**src/rtl/core/rrts_pkg.sv**
```systemverilog
// Shared types and constants for the round-robin task tick scheduler.
`timescale 1ns / 1ps

package rrts_pkg;

  localparam int NUM_SLOTS_DEF = 16;

  localparam logic [1:0] OP_TICK = 2'd0;
  localparam logic [1:0] OP_ADD  = 2'd1;
  localparam logic [1:0] OP_DEL  = 2'd2;
  localparam logic [1:0] OP_RSVD = 2'd3;

  localparam logic [15:0] RELOAD_RST = 16'hFFFF;

  typedef enum logic [1:0] {
    CMD_NOP,
    CMD_TICK,
    CMD_ADD,
    CMD_DEL
  } cmd_t;

  typedef struct packed {
    logic [1:0]  operation;
    logic [3:0]  slot_id;
    logic [15:0] task_handle;
  } in_item_t;

  typedef struct packed {
    logic        task_ran;
    logic [3:0]  run_slot;
    logic [15:0] run_handle;
    logic        chain_old;
    logic        add_ok;
    logic [3:0]  added_slot;
  } out_item_t;

  typedef struct packed {
    cmd_t        cmd;
    logic [3:0]  slot_id;
    logic [15:0] task_handle;
  } q_entry_t;

  typedef struct packed {
    logic     valid;
    q_entry_t entry;
  } q_head_t;

endpackage

```
**src/rtl/core/round_robin_task_tick_scheduler_core.sv**
```systemverilog
// Top level of the round-robin task tick scheduler.
// A command is queued, executed from the queue head in ST_EXEC and strobed out in ST_RESP.
// The back end takes no new command until the response state of the last one is over.
// A two-entry command queue raises busy when full; the receiver cannot stall.
// Reset: synchronous active low; all slots inactive, pointer and clicks zero, reload 65535.
`timescale 1ns / 1ps

module round_robin_task_tick_scheduler_core import rrts_pkg::*; #(
  parameter int NUM_SLOTS = NUM_SLOTS_DEF
) (
  input  logic        clk,
  input  logic        rst_n,
  input  logic        start,
  output logic        busy,
  input  in_item_t    in_data,
  output logic        out_valid,
  output out_item_t   out_data,
  input  logic        cfg_we,
  input  logic [15:0] cfg_wdata
);

  q_head_t head;
  logic    pop;

  rrts_front #(
    .NUM_SLOTS(NUM_SLOTS)
  ) u_front (
    .clk    (clk),
    .rst_n  (rst_n),
    .start  (start),
    .busy   (busy),
    .in_data(in_data),
    .pop    (pop),
    .head   (head)
  );

  rrts_back #(
    .NUM_SLOTS(NUM_SLOTS)
  ) u_back (
    .clk      (clk),
    .rst_n    (rst_n),
    .head     (head),
    .pop      (pop),
    .cfg_we   (cfg_we),
    .cfg_wdata(cfg_wdata),
    .out_valid(out_valid),
    .out_data (out_data)
  );

endmodule

```
**src/rtl/core/rrts_front.sv**
```systemverilog
// Front end: accepts and classifies commands into a two-entry queue.
`timescale 1ns / 1ps

module rrts_front import rrts_pkg::*; #(
  parameter int NUM_SLOTS = NUM_SLOTS_DEF
) (
  input  logic     clk,
  input  logic     rst_n,
  input  logic     start,
  output logic     busy,
  input  in_item_t in_data,
  input  logic     pop,
  output q_head_t  head
);

  localparam int DEPTH = 2;

  q_entry_t   q_mem [DEPTH];
  logic       rd_ptr_r;
  logic       wr_ptr_r;
  logic [1:0] count_r;
  logic       push;
  q_entry_t   cls;

  always_comb begin
    cls.slot_id     = in_data.slot_id;
    cls.task_handle = in_data.task_handle;
    case (in_data.operation)
      OP_TICK: cls.cmd = CMD_TICK;
      OP_ADD:  cls.cmd = CMD_ADD;
      OP_DEL:  cls.cmd = (32'(in_data.slot_id) < NUM_SLOTS) ? CMD_DEL : CMD_NOP;
      default: cls.cmd = CMD_NOP;
    endcase
  end

  assign busy       = (count_r == 2'(DEPTH));
  assign push       = start && !busy;
  assign head.valid = (count_r != 2'd0);
  assign head.entry = q_mem[rd_ptr_r];

  always_ff @(posedge clk) begin
    if (push) begin
      q_mem[wr_ptr_r] <= cls;
    end
  end

  always_ff @(posedge clk) begin
    if (!rst_n) begin
      rd_ptr_r <= 1'b0;
      wr_ptr_r <= 1'b0;
      count_r  <= 2'd0;
    end else begin
      if (push) begin
        wr_ptr_r <= ~wr_ptr_r;
      end
      if (pop) begin
        rd_ptr_r <= ~rd_ptr_r;
      end
      case ({push, pop})
        2'b10:   count_r <= count_r + 2'd1;
        2'b01:   count_r <= count_r - 2'd1;
        default: count_r <= count_r;
      endcase
    end
  end

`ifndef NO_ASSERTIONS
  a_pop_nonempty: assert property (@(posedge clk) disable iff (!rst_n)
    pop |-> head.valid)
    else $error("pop from empty queue");

  a_count_bound: assert property (@(posedge clk) disable iff (!rst_n)
    count_r <= 2'(DEPTH))
    else $error("queue count overflow");

  a_push_grows: assert property (@(posedge clk) disable iff (!rst_n)
    push && !pop |=> count_r == $past(count_r) + 2'd1)
    else $error("queue count did not advance on push");
`endif

endmodule

```
**src/rtl/core/rrts_back.sv**
```systemverilog
// Back end: slot table, round-robin selection, click accumulator and results.
`timescale 1ns / 1ps

module rrts_back import rrts_pkg::*; #(
  parameter int NUM_SLOTS = NUM_SLOTS_DEF
) (
  input  logic        clk,
  input  logic        rst_n,
  input  q_head_t     head,
  output logic        pop,
  input  logic        cfg_we,
  input  logic [15:0] cfg_wdata,
  output logic        out_valid,
  output out_item_t   out_data
);

  localparam int SLOT_W = (NUM_SLOTS > 1) ? $clog2(NUM_SLOTS) : 1;

  typedef enum logic {
    ST_EXEC,
    ST_RESP
  } state_t;

  state_t              state_r;
  logic [NUM_SLOTS-1:0] active_r;
  logic [SLOT_W-1:0]   next_slot_r;
  logic [15:0]         click_r;
  logic [15:0]         reload_r;
  logic                ran_r;
  logic [SLOT_W-1:0]   run_slot_r;
  logic                chain_r;
  logic                aok_r;
  logic [SLOT_W-1:0]   aslot_r;
  logic [15:0]         handle_mem [NUM_SLOTS];
  logic [15:0]         rd_data_r;

  logic                hi_found;
  logic [SLOT_W-1:0]   hi_idx;
  logic                any_active;
  logic [SLOT_W-1:0]   lo_idx;
  logic [SLOT_W-1:0]   sel_idx;
  logic                free_found;
  logic [SLOT_W-1:0]   free_idx;
  logic [SLOT_W-1:0]   del_idx;
  logic [16:0]         click_sum;
  logic                add_wr;

  always_comb begin
    hi_found   = 1'b0;
    hi_idx     = '0;
    any_active = 1'b0;
    lo_idx     = '0;
    free_found = 1'b0;
    free_idx   = '0;
    for (int i = NUM_SLOTS - 1; i >= 0; i--) begin
      if (active_r[i]) begin
        any_active = 1'b1;
        lo_idx     = SLOT_W'(i);
        if (SLOT_W'(i) >= next_slot_r) begin
          hi_found = 1'b1;
          hi_idx   = SLOT_W'(i);
        end
      end else begin
        free_found = 1'b1;
        free_idx   = SLOT_W'(i);
      end
    end
  end

  assign sel_idx   = hi_found ? hi_idx : lo_idx;
  assign del_idx   = SLOT_W'(head.entry.slot_id);
  assign click_sum = {1'b0, click_r} + {1'b0, reload_r};
  assign pop       = head.valid && (state_r == ST_EXEC);
  assign add_wr    = pop && (head.entry.cmd == CMD_ADD) && free_found;

  always_ff @(posedge clk) begin
    if (add_wr) begin
      handle_mem[free_idx] <= head.entry.task_handle;
    end
    rd_data_r <= handle_mem[sel_idx];
  end

  always_ff @(posedge clk) begin
    if (!rst_n) begin
      state_r     <= ST_EXEC;
      active_r    <= '0;
      next_slot_r <= '0;
      click_r     <= '0;
      reload_r    <= RELOAD_RST;
      ran_r       <= 1'b0;
      run_slot_r  <= '0;
      chain_r     <= 1'b0;
      aok_r       <= 1'b0;
      aslot_r     <= '0;
    end else begin
      case (state_r)
        ST_EXEC: begin
          if (pop) begin
            state_r    <= ST_RESP;
            ran_r      <= 1'b0;
            run_slot_r <= '0;
            chain_r    <= 1'b0;
            aok_r      <= 1'b0;
            aslot_r    <= '0;
            case (head.entry.cmd)
              CMD_TICK: begin
                if (any_active) begin
                  ran_r       <= 1'b1;
                  run_slot_r  <= sel_idx;
                  next_slot_r <= (32'(sel_idx) == NUM_SLOTS - 1) ? '0
                                 : sel_idx + SLOT_W'(1);
                end
                if (click_sum[16]) begin
                  click_r <= '0;
                  chain_r <= 1'b1;
                end else begin
                  click_r <= click_sum[15:0];
                end
              end
              CMD_ADD: begin
                if (free_found) begin
                  active_r[free_idx] <= 1'b1;
                  aok_r              <= 1'b1;
                  aslot_r            <= free_idx;
                end
              end
              CMD_DEL: begin
                active_r[del_idx] <= 1'b0;
              end
              default: begin
              end
            endcase
          end
        end
        ST_RESP: begin
          state_r <= ST_EXEC;
        end
        default: begin
          state_r <= ST_EXEC;
        end
      endcase
      if (cfg_we) begin
        reload_r <= cfg_wdata;
        click_r  <= '0;
      end
    end
  end

  assign out_valid           = (state_r == ST_RESP);
  assign out_data.task_ran   = ran_r;
  assign out_data.run_slot   = 4'(run_slot_r);
  assign out_data.run_handle = ran_r ? rd_data_r : 16'd0;
  assign out_data.chain_old  = chain_r;
  assign out_data.add_ok     = aok_r;
  assign out_data.added_slot = 4'(aslot_r);

`ifndef NO_ASSERTIONS
  a_strobe_single: assert property (@(posedge clk) disable iff (!rst_n)
    out_valid |=> !out_valid)
    else $error("result strobe longer than one cycle");

  a_ptr_range: assert property (@(posedge clk) disable iff (!rst_n)
    32'(next_slot_r) < NUM_SLOTS)
    else $error("next slot pointer out of range");

  a_ran_active: assert property (@(posedge clk) disable iff (!rst_n)
    pop && head.entry.cmd == CMD_TICK && any_active |=> active_r[run_slot_r])
    else $error("selected slot is not active");

  a_one_kind: assert property (@(posedge clk) disable iff (!rst_n)
    out_valid |-> !(out_data.add_ok && (out_data.task_ran || out_data.chain_old)))
    else $error("add and tick results mixed");
`endif

endmodule

```
**config.mk**
```make
export PLATFORM = sky130hd
export DESIGN_NAME = round_robin_task_tick_scheduler_core
export DESIGN_NICKNAME = d
export VERILOG_FILES = /design/src/rtl/core/rrts_pkg.sv /design/src/rtl/core/round_robin_task_tick_scheduler_core.sv /design/src/rtl/core/rrts_front.sv /design/src/rtl/core/rrts_back.sv
export SDC_FILE = /design/constraint.sdc
export NUM_CORES = 1
export LEC_CHECK = 0
export BUFFER_PORTS_ARGS = -buffer_cell sky130_fd_sc_hd__buf_2
export CAP_MARGIN = 20
export CORE_UTILIZATION = 49
export CTS_CLUSTER_DIAMETER = 50
export DETAILED_ROUTE_END_ITERATION = 6
export PLACE_DENSITY = 0.78
export SYNTH_ARGS = -nofsm -noshare
export SYNTH_HDL_FRONTEND = slang
export SYNTH_HIERARCHICAL = 1
export SYNTH_SLANG_ARGS = --single-unit
```
**constraint.sdc**
```tcl
create_clock -name clk -period 8.1 [get_ports clk]
set_clock_uncertainty 0.05 [all_clocks]
set_input_delay 1.62 -clock clk [delete_from_list [all_inputs] [get_ports clk]]
set_output_delay 1.62 -clock clk [all_outputs]
set_load 0.05 [all_outputs]
```
==> results.sh <==
export IMPL_status="completed"
export IMPL_setup_violations=0
export IMPL_wl_mm=36.0
export IMPL_worst_r2r_setup_slack_ns=3.96
export IMPL_layout_nets=1323
export IMPL_max_clock_freq_mhz=242
export IMPL_via_count_of_the_first_global_routing_pass=9998
export IMPL_fp_row_count=67
export IMPL_hpwlAfterDp_mm=21.6
export IMPL_finish_utilization_pct=55.3
export IMPL_clock_tree_htree_level_count=2
export IMPL_clk_path_buf_depth=3
export IMPL_drive_gt1_share_pct=15.8
export IMPL_postSynthRegisterBits=385
export IMPL_cp_end_kind="flop"
export IMPL_drt_drc_violations_left=0
export IMPL_num_io_pins=71
export IMPL_startpoint_type="flop"
export IMPL_core_area_um2=33500
export IMPL_cts_sinks=385
export IMPL_totalNegativeSetupSlack_ns=0
export IMPL_post_cts_resize_count=0
export IMPL_postPlaceCellArea_um2=17300
export IMPL_critPathRequiredTime_ns=8.47
export IMPL_starting_utilization_of_the_core_area_pct=49.7
export IMPL_fp_dieArea_um2=34700
export IMPL_global_route_overflow_total=0
export IMPL_rsz0062_at_grt="false"
export IMPL_clk_latency_ns=0.53
export IMPL_portBuffers=70
export IMPL_num_antenna_cells=0
export IMPL_first_pass_grt_wire_length_mm=55.4
export IMPL_cts_root_buf="clkbuf_16"
export IMPL_tritoncts="done"
export IMPL_dominantRegCellSynth="edfxtp_1"
export IMPL_multi_input_area_um2=5470
export IMPL_mappedNetlistNets=1265
export IMPL_post_synth_edffs=300
export IMPL_tritoncts_num_buffers=39
export IMPL_cts_setup_buffers=0
export IMPL_die_h_um=186
export IMPL_m1WireLength_mm=15.2
export IMPL_met2WireLength_mm=17.2
export IMPL_timing_max_cap_violations=0
export IMPL_r2r_cells=9
export IMPL_leakage_component_of_the_power_nw=6.12
export IMPL_synthesis_yosys_warnings=6
export IMPL_hp_class="flop to flop"
export IMPL_syn_cell_area_um2=16700
export IMPL_synthDistinctLibCells=77
export IMPL_synth_async_sr_flop_share_pct=0
export IMPL_drt_pass1_iterations=5
export IMPL_cts_reportedPaths_clkPinSlew_ns=0.06
export IMPL_postCtsHoldBufs=0
export IMPL_worstPathArrival_ns=4.51
export IMPL_whs_endpoint="u_back/click_r[8]$_SDFFE_PP0P_"
export IMPL_dp_cells=1666
export IMPL_drt_first_iter_violations=913
export IMPL_wl_met3_mm=2.37
export IMPL_worst_path_max_fanout=56
export IMPL_final_min_period_over_clock_period_pct=51.1
export IMPL_fillerInstances=2691
export IMPL_grt_util_all_layers_pct=20.4
export IMPL_mostFrequentLayoutCells="edfxtp_1, mux2i_1, dfxtp_1, nand2_1, buf_2"
export IMPL_hold_depth=2
export IMPL_synth_seq_area_share_pct=64.3
export IMPL_drt_vias_per_instance=5.85
export IMPL_final_design_area_no_fill_um2=18500
export IMPL_post_route_min_period_ns=4.14
export IMPL_routabilityCongestion=0.893
export IMPL_r2r_start="u_back/next_slot_r[1]$_SDFFE_PN0P_"
export IMPL_synthesized_instance_count=1201
export IMPL_maxSlewHeadroom_pct=24.0
export IMPL_r2r_end="u_back/rd_data_r[10]$_DFF_P_"
export IMPL_final_cells=1736
export IMPL_final_max_slew_violation_count=0
export IMPL_transition_at_the_pin_with_the_smallest_max_transition_slack_ns=1.14
export IMPL_initial_antenna_violation_count=0
export IMPL_area_sequential_um2=10700
export IMPL_routed_antenna_nets=0
export IMPL_worstSetupPathType="flop to flop"
export IMPL_syn_mean_instance_area_um2=13.9
export IMPL_top_signal_layer_used="met4"
export IMPL_ir_worst_vdd_mv=0.242
export IMPL_pwr_dens_nw_per_um2=250
export IMPL_area_growth_synth_to_final_pct=11.3
export IMPL_leading_cell_type_in_the_layout_fill_and_taps_excluded="edfxtp_1"
export IMPL_hp_start="u_back/click_r[8]$_SDFFE_PP0P_"
export IMPL_fp_dieW_um=186
export IMPL_report_final_hold_viol_count=0
export IMPL_wl_per_instance_um=20.7
export IMPL_grt_max_degree=60
export IMPL_num_vias=10156
stage by stage:
stage	total power, mW	setup WS [ns]	hold slack (ns)
after global placement	2.92	4.15	0.392
after detailed placement	2.94	4.03	0.401
after CTS	4.66	4.03	0.408
after global routing	4.80	3.69	0.429
after floorplan	2.78	5.19	0.386
final	4.63	3.96	0.406
area by class of cell:
cell class	instances	area share, %
clock buffers	52	5.69
clock inverters	18	0.985
inverters	24	0.486
multi-input cells	722	29.5
flip-flops and latches	385	57.8
well taps	448	3.02
repair buffers	87	2.58
how the worst max path moves through the flow:
stage / from / endpoint / slack [ns]
3_3_place_gp: u_back/next_slot_r[1]$_SDFFE_PN0P_ / u_back/rd_data_r[3]$_DFF_P_ / 4.15
5_1_grt: u_back/next_slot_r[1]$_SDFFE_PN0P_ / u_back/rd_data_r[8]$_DFF_P_ / 3.69
6_report: u_back/next_slot_r[1]$_SDFFE_PN0P_ / u_back/rd_data_r[10]$_DFF_P_ / 3.96
2_1_floorplan: cfg_we / u_back/reload_r[10]$_SDFFE_PN1P_ / 5.19
4_1_cts: u_back/next_slot_r[1]$_SDFFE_PN0P_ / u_back/rd_data_r[8]$_DFF_P_ / 4.03
3_5_place_dp: u_back/next_slot_r[1]$_SDFFE_PN0P_ / u_back/rd_data_r[8]$_DFF_P_ / 4.03
layer usage:
layer	vias up	track usage, %
li1	4733	-
met1	4981	26.8
met2	365	34.0
met3	77	3.12
met4	0	8.17
met5	-	0
critical path, stage by stage, from the launching register on:
cell       delay (ns)
dfxtp_1          0.76
a21boi_0         0.24
o21ai_0          0.38
nand4_2          0.23
nor3_1           0.40
o2bb2ai_4        0.36
buf_4            0.83
mux2_2           0.41
o32a_1           0.17
and4_1           0.18
power by group:
group	total (mW)	switching, mW	internal, mW
Clock	1.73	0.710	1.02
Combinational	0.536	0.358	0.178
Sequential	2.37	0.0539	2.31
sequential cells by signal, summed over array words and instances (netlist names), named ones only:
signal	flops
u_back/handle_mem	256
u_front/q_mem	44
u_back/active_r	16
u_back/click_r	16
u_back/rd_data_r	16
u_back/reload_r	16
u_back/aslot_r	4
u_back/next_slot_r	4
u_back/run_slot_r	4
u_front/count_r	2
u_back/aok_r	1
u_back/chain_r	1
u_back/out_valid	1
u_back/ran_r	1
u_front/rd_ptr_r	1
u_front/wr_ptr_r	1
cell usage after synthesis, types with 5 or more instances:
master	instances	area, um2
buf_2	21	105
and3_1	6	37.5
o32a_1	16	160
buf_6	8	90.1
o21ai_0	35	175
a32oi_1	32	280
nand4_1	7	43.8
a31oi_1	9	56.3
or3_1	7	43.8
xnor2_1	11	96.3
nand3_1	23	115
clkbuf_1	26	97.6
and2_1	24	150
inv_1	23	86.3
or2_2	6	37.5
nor2b_1	12	75.1
a21boi_0	15	113
mux2_2	38	428
nand2_1	83	312
a21oi_1	30	150
o211ai_1	15	113
a21o_1	5	37.5
nand3b_1	6	45.0
o21a_1	5	37.5
edfxtp_1	300	9010
mux2i_1	145	1450
nor3_1	13	65.1
dfxtp_1	85	1700
buf_4	13	97.6
and4_1	17	149
ha_1	21	263
nand2b_1	12	75.1
nor2_1	51	191
cells by family after synthesis:
group           synth area share, %
xor+xnor                      0.788
fa+ha+maj                      1.70
simple gates                   8.86
flops                          64.3
compound gates                 10.1
mux                            11.3
buf+inv                        3.02
(Power assumes the default switching activity.)
